[src/rtl/tws_pkg.sv]
// ----------------------------------------------------------------------------
// tws_pkg
// Shared constants, command and status types for the trimmed window stats block.
// ----------------------------------------------------------------------------
package tws_pkg;

    localparam int unsigned WINDOW_DEF = 8;
    localparam int unsigned TRIM_DEF   = 1;

    localparam int unsigned SAMPLE_W = 16;
    localparam int unsigned STAT_W   = 24;
    localparam int unsigned COUNT_W  = 4;

    localparam logic OP_PUSH  = 1'b0;
    localparam logic OP_CLEAR = 1'b1;

    typedef struct packed {
        logic apply;
        logic sort_start;
        logic sum_start;
        logic div_start;
        logic sqrt_start;
        logic capture;
    } tws_cmd_t;

    typedef struct packed {
        logic sort_done;
        logic sum_done;
        logic div_done;
        logic sqrt_done;
    } tws_status_t;

endpackage

[src/rtl/tws_ctrl.sv]
// ----------------------------------------------------------------------------
// tws_ctrl
// Sequencer: walks each request through update, sort, sums, divide and root.
// ----------------------------------------------------------------------------
module tws_ctrl (
    input  logic                 aclk,
    input  logic                 aresetn,
    input  logic                 s_valid,
    output logic                 s_ready,
    output logic                 m_valid,
    input  logic                 m_ready,
    output tws_pkg::tws_cmd_t    cmd,
    input  tws_pkg::tws_status_t status
);
    import tws_pkg::*;

    localparam logic [2:0] ST_IDLE = 3'd0;
    localparam logic [2:0] ST_SORT = 3'd1;
    localparam logic [2:0] ST_SUM  = 3'd2;
    localparam logic [2:0] ST_DIV  = 3'd3;
    localparam logic [2:0] ST_SQRT = 3'd4;
    localparam logic [2:0] ST_LOAD = 3'd5;

    logic [2:0] state_reg, state_next;
    logic       mvalid_reg, mvalid_next;
    logic       finish;

    assign s_ready = (state_reg == ST_IDLE);
    assign m_valid = mvalid_reg;

    always_comb begin
        state_next  = state_reg;
        cmd         = '0;
        finish      = 1'b0;
        unique case (state_reg)
            ST_IDLE: begin
                if (s_valid) begin
                    cmd.apply  = 1'b1;
                    state_next = ST_LOAD;
                end
            end
            ST_LOAD: begin
                cmd.sort_start = 1'b1;
                state_next     = ST_SORT;
            end
            ST_SORT: begin
                if (status.sort_done) begin
                    cmd.sum_start = 1'b1;
                    state_next    = ST_SUM;
                end
            end
            ST_SUM: begin
                if (status.sum_done) begin
                    cmd.div_start = 1'b1;
                    state_next    = ST_DIV;
                end
            end
            ST_DIV: begin
                if (status.div_done) begin
                    cmd.sqrt_start = 1'b1;
                    state_next     = ST_SQRT;
                end
            end
            ST_SQRT: begin
                if (status.sqrt_done && !mvalid_reg) begin
                    finish     = 1'b1;
                    state_next = ST_IDLE;
                end
            end
            default: state_next = ST_IDLE;
        endcase
        cmd.capture = finish;
    end

    always_comb begin
        mvalid_next = mvalid_reg;
        if (mvalid_reg && m_ready) begin
            mvalid_next = 1'b0;
        end
        if (finish) begin
            mvalid_next = 1'b1;
        end
    end

    always_ff @(posedge aclk) begin
        if (!aresetn) begin
            state_reg  <= ST_IDLE;
            mvalid_reg <= 1'b0;
        end else begin
            state_reg  <= state_next;
            mvalid_reg <= mvalid_next;
        end
    end

endmodule

[src/rtl/tws_datapath.sv]
// ----------------------------------------------------------------------------
// tws_datapath
// Ring, odd-even transposition sort, sums, restoring divider and bitwise root.
// ----------------------------------------------------------------------------
module tws_datapath #(
    parameter int unsigned WINDOW = tws_pkg::WINDOW_DEF,
    parameter int unsigned TRIM   = tws_pkg::TRIM_DEF
) (
    input  logic                            aclk,
    input  logic                            aresetn,
    input  tws_pkg::tws_cmd_t               cmd,
    output tws_pkg::tws_status_t            status,
    input  logic                            s_op,
    input  logic [tws_pkg::SAMPLE_W-1:0]    s_sample,
    output logic [tws_pkg::COUNT_W-1:0]     m_window_fill,
    output logic [tws_pkg::COUNT_W-1:0]     m_samples_used,
    output logic [tws_pkg::STAT_W-1:0]      m_trimmed_mean,
    output logic [tws_pkg::STAT_W-1:0]      m_trimmed_stdev
);
    import tws_pkg::*;

    localparam int unsigned SLOT_W = (WINDOW > 1) ? $clog2(WINDOW) : 1;
    localparam int unsigned FILL_W = $clog2(WINDOW + 1);
    localparam int unsigned S1_W   = SAMPLE_W + FILL_W;
    localparam int unsigned S2_W   = 2 * SAMPLE_W + FILL_W;
    localparam int unsigned NUM_W  = S2_W + FILL_W + 16;
    localparam int unsigned DEN_W  = 2 * FILL_W;
    localparam int unsigned QW     = NUM_W;
    localparam int unsigned RT_W   = (QW + 1) / 2;
    localparam int unsigned XW     = 2 * RT_W;
    localparam int unsigned CNT_W  = $clog2(QW + 1);
    localparam int unsigned MIN_TR = 2 * TRIM + 2;
    localparam bit          CAN_TRIM = (MIN_TR <= WINDOW);

    logic [SAMPLE_W-1:0] ring_reg [WINDOW];
    logic [SAMPLE_W-1:0] srt_reg  [WINDOW];
    logic [SLOT_W-1:0]   slot_reg;
    logic [FILL_W-1:0]   fill_reg;
    logic [FILL_W-1:0]   pass_reg;
    logic                sorting_reg;

    logic [FILL_W-1:0]   idx_reg, lo_w, hi_w, n_w;
    logic                trim_w;
    logic                summing_reg;
    logic                sdone_reg;
    logic [S1_W-1:0]     s1_reg;
    logic [S2_W-1:0]     s2_reg;
    logic [2*SAMPLE_W-1:0] sq_w;
    logic [SAMPLE_W-1:0] cur_w;

    logic [CNT_W-1:0]    dcnt_reg;
    logic                dbusy_reg, mode_reg;
    logic [QW-1:0]       dq_reg;
    logic [DEN_W-1:0]    dden_reg;
    logic [DEN_W:0]      drem_reg, dtrial;
    logic [QW-1:0]       mean_q_reg;

    logic [CNT_W-1:0]    rcnt_reg;
    logic                rbusy_reg;
    logic [XW-1:0]       rx_reg;
    logic [RT_W-1:0]     root_reg;
    logic [RT_W+1:0]     rrem_reg, rtrial, rshift;

    logic [S2_W+FILL_W-1:0] ns2_w;
    logic [2*S1_W-1:0]      s1sq_reg;
    logic [S2_W+FILL_W-1:0] var_reg;

    assign trim_w = CAN_TRIM && (fill_reg >= FILL_W'(MIN_TR));
    assign n_w  = trim_w ? fill_reg - FILL_W'(2 * TRIM) : fill_reg;
    assign lo_w = trim_w ? FILL_W'(TRIM) : '0;
    assign hi_w = lo_w + n_w;

    // ring update and odd-even sort, one pass per cycle
    always_ff @(posedge aclk) begin
        if (!aresetn) begin
            slot_reg    <= '0;
            fill_reg    <= '0;
            sorting_reg <= 1'b0;
            pass_reg    <= '0;
        end else if (cmd.apply) begin
            if (s_op == OP_CLEAR) begin
                slot_reg <= '0;
                fill_reg <= '0;
            end else begin
                ring_reg[slot_reg] <= s_sample;
                slot_reg <= (slot_reg == SLOT_W'(WINDOW - 1)) ? '0 : slot_reg + 1'b1;
                if (fill_reg < FILL_W'(WINDOW)) begin
                    fill_reg <= fill_reg + 1'b1;
                end
            end
            sorting_reg <= 1'b0;
            pass_reg    <= '0;
        end else if (cmd.sort_start) begin
            sorting_reg <= 1'b1;
            pass_reg    <= '0;
            for (int i = 0; i < WINDOW; i++) begin
                srt_reg[i] <= ring_reg[i];
            end
        end else if (sorting_reg) begin
            for (int i = 0; i + 1 < WINDOW; i++) begin
                if ((i % 2) == int'(pass_reg[0]) && (i + 1) < int'(fill_reg)
                    && srt_reg[i] > srt_reg[i+1]) begin
                    srt_reg[i]   <= srt_reg[i+1];
                    srt_reg[i+1] <= srt_reg[i];
                end
            end
            pass_reg <= pass_reg + 1'b1;
            if (pass_reg == FILL_W'(WINDOW - 1)) begin
                sorting_reg <= 1'b0;
            end
        end
    end

    assign status.sort_done = sorting_reg && (pass_reg == FILL_W'(WINDOW - 1));

    // sums over kept entries
    assign cur_w = srt_reg[idx_reg[SLOT_W-1:0]];
    assign sq_w  = cur_w * cur_w;

    always_ff @(posedge aclk) begin
        if (!aresetn) begin
            summing_reg <= 1'b0;
            sdone_reg   <= 1'b0;
            idx_reg     <= '0;
        end else begin
            sdone_reg <= summing_reg && (idx_reg >= hi_w);
            if (cmd.sum_start) begin
                summing_reg <= 1'b1;
                idx_reg     <= lo_w;
                s1_reg      <= '0;
                s2_reg      <= '0;
            end else if (summing_reg) begin
                if (idx_reg >= hi_w) begin
                    summing_reg <= 1'b0;
                end else begin
                    s1_reg  <= s1_reg + S1_W'(cur_w);
                    s2_reg  <= s2_reg + S2_W'(sq_w);
                    idx_reg <= idx_reg + 1'b1;
                end
            end
        end
    end

    always_ff @(posedge aclk) begin
        if (cmd.sum_start) begin
            s1sq_reg <= '0;
        end else if (summing_reg && idx_reg >= hi_w) begin
            s1sq_reg <= s1_reg * s1_reg;
        end
    end

    assign status.sum_done = sdone_reg;
    assign ns2_w = s2_reg * n_w;

    // divider: first mean = (s1<<8)/n, then variance = (num<<16)/den
    assign dtrial = {drem_reg[DEN_W-1:0], dq_reg[QW-1]} - {1'b0, dden_reg};

    always_ff @(posedge aclk) begin
        if (!aresetn) begin
            dbusy_reg <= 1'b0;
            mode_reg  <= 1'b0;
            dcnt_reg  <= '0;
        end else if (cmd.div_start) begin
            var_reg   <= ns2_w - (S2_W+FILL_W)'(s1sq_reg);
            dbusy_reg <= 1'b1;
            mode_reg  <= 1'b0;
            dcnt_reg  <= CNT_W'(QW);
            drem_reg  <= '0;
            dden_reg  <= DEN_W'(n_w);
            dq_reg    <= QW'({s1_reg, 8'h00});
        end else if (dbusy_reg) begin
            if (dcnt_reg != '0) begin
                if (!dtrial[DEN_W]) begin
                    drem_reg <= dtrial;
                    dq_reg   <= {dq_reg[QW-2:0], 1'b1};
                end else begin
                    drem_reg <= {drem_reg[DEN_W-1:0], dq_reg[QW-1]};
                    dq_reg   <= {dq_reg[QW-2:0], 1'b0};
                end
                dcnt_reg <= dcnt_reg - 1'b1;
            end else if (!mode_reg) begin
                mean_q_reg <= dq_reg;
                mode_reg   <= 1'b1;
                dcnt_reg   <= CNT_W'(QW);
                drem_reg   <= '0;
                dden_reg   <= DEN_W'(n_w) * DEN_W'(n_w - 1'b1);
                dq_reg     <= (n_w > FILL_W'(1)) ? QW'({var_reg, 16'h0000}) : '0;
                if (n_w <= FILL_W'(1)) begin
                    dden_reg <= DEN_W'(1);
                end
            end else begin
                dbusy_reg <= 1'b0;
            end
        end
    end

    assign status.div_done = !dbusy_reg && mode_reg;

    // restoring square root, one result bit per cycle
    assign rshift = {rrem_reg[RT_W-1:0], rx_reg[XW-1 -: 2]};
    assign rtrial = rshift - {root_reg, 2'b01};

    always_ff @(posedge aclk) begin
        if (!aresetn) begin
            rbusy_reg <= 1'b0;
            rcnt_reg  <= '0;
        end else if (cmd.sqrt_start) begin
            rbusy_reg <= 1'b1;
            rcnt_reg  <= CNT_W'(RT_W);
            rx_reg    <= XW'(dq_reg);
            root_reg  <= '0;
            rrem_reg  <= '0;
        end else if (rbusy_reg) begin
            if (rcnt_reg != '0) begin
                rx_reg <= {rx_reg[XW-3:0], 2'b00};
                if (!rtrial[RT_W+1]) begin
                    rrem_reg <= rtrial;
                    root_reg <= {root_reg[RT_W-2:0], 1'b1};
                end else begin
                    rrem_reg <= rshift;
                    root_reg <= {root_reg[RT_W-2:0], 1'b0};
                end
                rcnt_reg <= rcnt_reg - 1'b1;
            end else begin
                rbusy_reg <= 1'b0;
            end
        end
    end

    assign status.sqrt_done = !rbusy_reg && rcnt_reg == '0;

    always_ff @(posedge aclk) begin
        if (cmd.capture) begin
            m_window_fill   <= COUNT_W'(fill_reg);
            m_samples_used  <= COUNT_W'(n_w);
            m_trimmed_mean  <= (n_w == '0) ? '0 : STAT_W'(mean_q_reg);
            m_trimmed_stdev <= (n_w > FILL_W'(1)) ? STAT_W'(root_reg) : '0;
        end
    end

endmodule

[src/rtl/trimmed_window_stats.sv]
// ----------------------------------------------------------------------------
// trimmed_window_stats
// Trimmed mean and sample deviation over a sliding window of samples.
// ----------------------------------------------------------------------------
// One request at a time: the next request is taken only once the previous
// one has finished. At the default window each request updates the ring,
// loads the sort, runs WINDOW odd-even passes, sums the n samples used,
// runs two 56-step restoring divides with a hand-off and a 28-step square
// root; the divides are the longest part of it. A result left waiting on
// m_ready holds the next request at the root stage.
module trimmed_window_stats #(
    parameter int unsigned WINDOW = tws_pkg::WINDOW_DEF,
    parameter int unsigned TRIM   = tws_pkg::TRIM_DEF
) (
    input  logic                         aclk,
    input  logic                         aresetn,
    input  logic                         s_valid,
    output logic                         s_ready,
    input  logic                         s_op,
    input  logic [tws_pkg::SAMPLE_W-1:0] s_sample,
    output logic                         m_valid,
    input  logic                         m_ready,
    output logic [tws_pkg::COUNT_W-1:0]  m_window_fill,
    output logic [tws_pkg::COUNT_W-1:0]  m_samples_used,
    output logic [tws_pkg::STAT_W-1:0]   m_trimmed_mean,
    output logic [tws_pkg::STAT_W-1:0]   m_trimmed_stdev
);
    import tws_pkg::*;

    tws_cmd_t    cmd;
    tws_status_t status;

    tws_ctrl u_ctrl (
        .aclk    (aclk),
        .aresetn (aresetn),
        .s_valid (s_valid),
        .s_ready (s_ready),
        .m_valid (m_valid),
        .m_ready (m_ready),
        .cmd     (cmd),
        .status  (status)
    );

    tws_datapath #(.WINDOW(WINDOW), .TRIM(TRIM)) u_dp (
        .aclk            (aclk),
        .aresetn         (aresetn),
        .cmd             (cmd),
        .status          (status),
        .s_op            (s_op),
        .s_sample        (s_sample),
        .m_window_fill   (m_window_fill),
        .m_samples_used  (m_samples_used),
        .m_trimmed_mean  (m_trimmed_mean),
        .m_trimmed_stdev (m_trimmed_stdev)
    );

endmodule

[config.mk]
export PLATFORM = sky130hd
export DESIGN_NAME = trimmed_window_stats
export DESIGN_NICKNAME = d
export VERILOG_FILES = /design/src/rtl/tws_pkg.sv /design/src/rtl/tws_ctrl.sv /design/src/rtl/tws_datapath.sv /design/src/rtl/trimmed_window_stats.sv
export SDC_FILE = /design/constraint.sdc
export NUM_CORES = 2
export LEC_CHECK = 0
export BUFFER_PORTS_ARGS = -buffer_cell sky130_fd_sc_hd__buf_2
export CAP_MARGIN = 30
export CORE_ASPECT_RATIO = 1.25
export CORE_UTILIZATION = 70
export CTS_CLUSTER_SIZE = 14
export DETAILED_ROUTE_END_ITERATION = 8
export GPL_ROUTABILITY_DRIVEN = 0
export PLACE_DENSITY = 0.94
export SLEW_MARGIN = 5
export SYNTH_ARGS = -nofsm -noshare
export SYNTH_HDL_FRONTEND = slang
export SYNTH_SLANG_ARGS = --single-unit
[constraint.sdc]
create_clock -name aclk -period 14.5 [get_ports aclk]
set_input_delay 0.725 -clock aclk [delete_from_list [all_inputs] [get_ports aclk]]
set_output_delay 0.725 -clock aclk [all_outputs]
set_load 0.01 [all_outputs]
# After elaboration in Yosys (flattened, before gate mapping)
# Memories as Yosys holds them, arrays and structs flattened. A register that Yosys moved wholly into a read port is not among the register bits.
# Cells that the tools add are included.
[totals]
ff_bits = 437
ram_bits = 256
in_bits = 21
output_inout_bits = 58
n_memories = 2
[memory_table]
columns = ["name", "depth", "width", "rd", "rd_ports_with_merged_regs", "write_ports", "line", "source"]
rows = [
  ["u_dp.ring_reg", 8, 16, 8, 0, 1, "tws_datapath.sv:35", "logic [SAMPLE_W-1:0] ring_reg [WINDOW];"],
  ["u_dp.srt_reg", 8, 16, 9, 1, 8, "tws_datapath.sv:36", "logic [SAMPLE_W-1:0] srt_reg [WINDOW];"],
]
[op_classes]
addsub = 14
n_mul = 4
order_cmp = 19
eq_ne = 17
n_mux = 142
bitwise_logic = 19
n_reduce_logical = 52
[ops]
columns = ["operator", "n"]
rows = [
  ["two-way mux 56 bit", 7],
  ["two-way mux 16 bit", 14],
  ["two-way mux 28 bit", 6],
  ["> comparator 16 bit", 7],
  ["two-way mux 1 bit", 79],
  ["two-way mux 36 bit", 2],
  ["two-way mux 8 bit", 8],
  ["multiplier 20 x 20 -> 40 bit", 1],
  ["multiplier 36 x 4 -> 40 bit", 1],
  ["two-way mux 20 bit", 2],
  ["subtractor 40 bit", 1],
  ["adder 36 x 32 -> 36 bit", 1],
  ["multiplier 16 x 16 -> 32 bit", 1],
  ["subtractor 30 bit", 1],
  ["two-way mux 4 bit", 7],
  ["two-way mux 3 bit", 9],
  ["two-way mux 6 bit", 4],
  ["adder 20 x 16 -> 20 bit", 1],
  ["logical AND 1 bit", 20],
  ["one-hot mux 3 bit (6 select lines)", 1],
  ["less-than comparator 3 x 4 -> 1 bit (first input constant)", 4],
  ["AND reduction 2 bit", 8],
  ["two-way mux 5 bit", 3],
  ["!= test 2 bit (second input constant)", 7],
  ["other kinds (34)", 72],
]

# Depth between registers and ports, before layout
[logic_depth]
depth_word = 11
ltp_mapped = 30
depth_no_buf = 26

# Cells and area by module
# A second synthesis with hierarchy kept.
[unflattened]
hier_cells = 5594
hier_area_um2 = 58864.0
[modules_own_cells]
columns = ["mod", "instances", "cells_per_inst", "area_per_inst_um2", "seq_area_each_um2"]
rows = [
  ["tws_datapath", 1, 5553, 58486.1, 19969.2],
  ["tws_ctrl", 1, 41, 377.9, 80.1],
]

# Worst setup path before layout
# No wires, ideal clock.
[synth_timing]
path_type = "register -> register"
start = "reg (tool-made name)"
end = "reg u_dp.s2_reg[35] (data pin)"
arrival_ns = 7.236
slack_ns = 7.007
stages_incl_launch_ff = 28
n_path_buf = 2
period_less_slack_ns = 7.493
path_cell_list = "dfxtp_1 clkbuf_1 buf_2 mux4_2 mux2i_1 clkinv_1 nand2_1 inv_1 fa_1 inv_1 fa_1 fa_1 inv_1 fa_1 fa_1 inv_1 fa_1 inv_1 ha_1 nand3_1 a211oi_1 o21ai_1 a211o_1 a21oi_1 nor3_1 o32ai_1 xnor2_1 nor2_1"
[synth_lines]
columns = ["item", "line", "source"]
rows = [
  ["end signal, assigned", "tws_datapath.sv:137", "s2_reg <= s2_reg + S2_W'(sq_w);"],
  ["end, declared", "tws_datapath.sv:47", "logic [S2_W-1:0] s2_reg;"],
]

==> key figures <==
Status
  – Run status: finished, violations left
  – Violated checks: DRC

Die
  – Die area: 85630 um2
  – Num rows: 118
  – Die W: 261.9 um
  – Die height: 326.9 um
  – Starting Density: 0.7100
  – Core box area: 83270 um2
  – Io pins: 79

Synthesis
  – Register area share after synthesis: 0.3391
  – Top cells by area, synth: edfxtp_1 (31%), fa_1 (20%), ha_1 (11%)
  – Top-area cell type share of the netlist area: 0.3124
  – Cell with the most instances after synthesis: inv_1
  – Cell taking the most area after synthesis: edfxtp_1
  – FFs w/ async S/R, synth: 0
  – Main synth FF type: edfxtp_1
  – Seq cells post-synth: 694
  – Mapped Avg Cell Area: 10.29 um2
  – Total number of yosys warnings: 0
  – Net count after synthesis: 6855
  – Post-synth top cells: inv_1 (983), nand2_1 (685), edfxtp_1 (615)
  – Netlist cell types: 96
  – Cell area after synthesis: 59120 um2
  – Number of synthesized flops with an enable pin: 615
  – Post-synthesis cell count: 5744

Layout
  – Multi-input gate area: 34540 um2
  – Register Area: 20050 um2
  – Layout cells sized above 1: 0.06952
  – Final Cell Area: 63120 um2
  – Layout fillers: 4503
  – Non-filler instance count after layout: 6895
  – Area Overhead vs Synth: 6.772%
  – Nets: 6866

Pwr
  – Sequential share of power: 0.362
  – Pwr Total: 6880 uW
  – Internal power: 4373 uW
  – Clock network fraction of total power: 0.283
  – P per Cell Area: 109.0 nW/um2
  – Switching part of the total: 0.3643
  – Max VDD drop: 0.1325 mV
  – Pleak: 0.02904 uW
  – Combinational fraction of design power: 0.355
  – Switching power: 2506 uW

GRT
  – Total grt overflow: 0
  – First-pass GRT wire length: 262900 um
  – Largest net degree at the start of global routing: 90
  – GRT Total Usage: 0.4029
  – Vias in the first global route: 49100
  – Initial antenna violation count: 15

Clock tree
  – Number of CTS-inserted buffers: 74
  – CTS tree: built
  – Clk buf depth: 3
  – CTS resizes: 0
  – Clock sinks: 694
  – Hold_buf cts: 0
  – Reg clk slew, reported paths: 0.07 ns
  – CTS root buf: clkbuf_16
  – Clk_lat worst skew: 0.67 ns
  – Post-CTS Setup Bufs: 0
  – H-tree depth: 3

Routing
  – DR iter-0 viols: 5574
  – Total number of vias: 45670
  – Vias per inst: 6.624
  – Post-route ant nets: 0
  – DRT Wirelength: 167000 um
  – Detailed-route wire length per cell: 24.22 um
  – Initial DRT Pass Iterations: 9
  – DRC violations left: 18

STA
  – Setup TNS: 0 ns
  – Max-slew headroom: 0.2367
  – Fmax: 110.6 MHz
  – Endpoints failing setup: 0
  – Hold WS: 0.3738 ns
  – Max-slew violation count: 0
  – Slew @ Worst Pin: 1.136 ns
  – RSZ-0062 raised after global routing: no
  – Clk_skew: 0.04528 ns
  – Fin crit share: 0.6236
  – Tmin final: 9.043 ns
  – Hold Vio Cnt, Final: 0

Worst setup path
  – Worst Path Max Fanout: 32
  – CP Data Arrival Time: 9.39 ns
  – Crit start category: register
  – Setup crit end kind: register
  – WP data required: 14.85 ns
  – Kind of critical path: reg2reg

Placement
  – Post-Place Cell Area: 60640 um2
  – I/O Buffers: 78
  – HPWL after DPL: 115900 um
  – Placed insts: 6756

Hold path
  – HP Class: in2reg

Run
  – # Max-Cap Violations: 0
-- power by group through the flow --
stage / Clock [uW] / Combinational, uW / Sequential, uW
after CTS: 1930 / 2350 / 2450
after global routing: 2000 / 2660 / 2490
after floorplan: 0 / 1730 / 2440
final: 1940 / 2450 / 2490
after detailed placement: 0 / 2250 / 2490
after global placement: 0 / 2070 / 2490
-- area by class of cell --
cell class,count,share of cell area
antenna,4,0.0001586
clock buffer,91,0.03090
clock inverter,41,0.007552
inverter,992,0.05899
multi-input combinational,3840,0.5472
sequential,694,0.3176
tap,1080,0.02141
timing repair buffer,153,0.01617
-- per-layer routing --
| layer | global-route usage | up-vias | routed length (um) |
|---|---|---|---|
| li1 | - | 19080 | - |
| met1 | 0.4209 | 21750 | 50340 |
| met2 | 0.6455 | 3520 | 78170 |
| met3 | 0.1322 | 1304 | 20000 |
| met4 | 0.3580 | 16 | 18350 |
| met5 | 0 | - | 106 |
-- critical path: stages, from the launching register on --
cell	delay (ns)
dfxtp_2	0.32
buf_4	0.50
mux4_2	0.57
mux2i_1	0.76
clkinv_1	0.64
nand2_1	0.28
inv_1	0.10
fa_1	0.55
inv_1	0.05
fa_1	0.46
fa_1	0.52
inv_1	0.06
fa_1	0.51
fa_1	0.51
inv_1	0.06
fa_1	0.47
inv_1	0.04
ha_1	0.35
nand3_1	0.15
a211oi_1	0.24
o21ai_1	0.15
a211o_1	0.32
a21oi_1	0.35
nor3_1	0.14
o32ai_1	0.37
xnor2_1	0.16
nor2_1	0.06
-- per-stage QoR --
step           utilization  setup WS (ns)
2_1_floorplan            -          7.007
3_3_place_gp        0.7271          6.015
3_5_place_dp        0.7283          5.728
4_1_cts             0.7574          5.677
5_1_grt             0.7580          5.060
6_report            0.7581          5.457
-- path summary, 6_finish.rpt --
path | slack, ns | start | depth (start not counted) | end
min | 0.37 | s_sample[15] | 1 | u_dp.ring_reg[3][15]$_DFFE_PP_
max | 5.46 | register | 26 | u_dp.s2_reg[35]$_SDFFCE_PP0P_
max reg2reg | 5.46 | register | 26 | u_dp.s2_reg[35]$_SDFFCE_PP0P_
min reg2reg | 0.49 | u_dp.dq_reg[21]$_DFFE_PP_ | 0 | u_dp.mean_q_reg[21]$_DFFE_PP_
-- cell usage in the layout (no fill, tap or decap), types with 118 or more instances in the layout --
cell type	synthesis	routed
a21o_1	118	118
a21oi_1	257	255
and2_1	177	176
edfxtp_1	615	615
fa_1	587	587
ha_1	503	503
inv_1	983	983
nand2_1	685	684
nor2_1	333	330
o21ai_0	139	137
-- cells by family after synthesis --
family          share of synthesized area
simple gates                       0.1244
mux                               0.03441
compound gates                    0.09098
xor+xnor                          0.02696
other cells                    0.00006343
fa+ha+maj                          0.3052
buf+inv                           0.07881
flops                              0.3391
(Power assumes the default switching activity.)
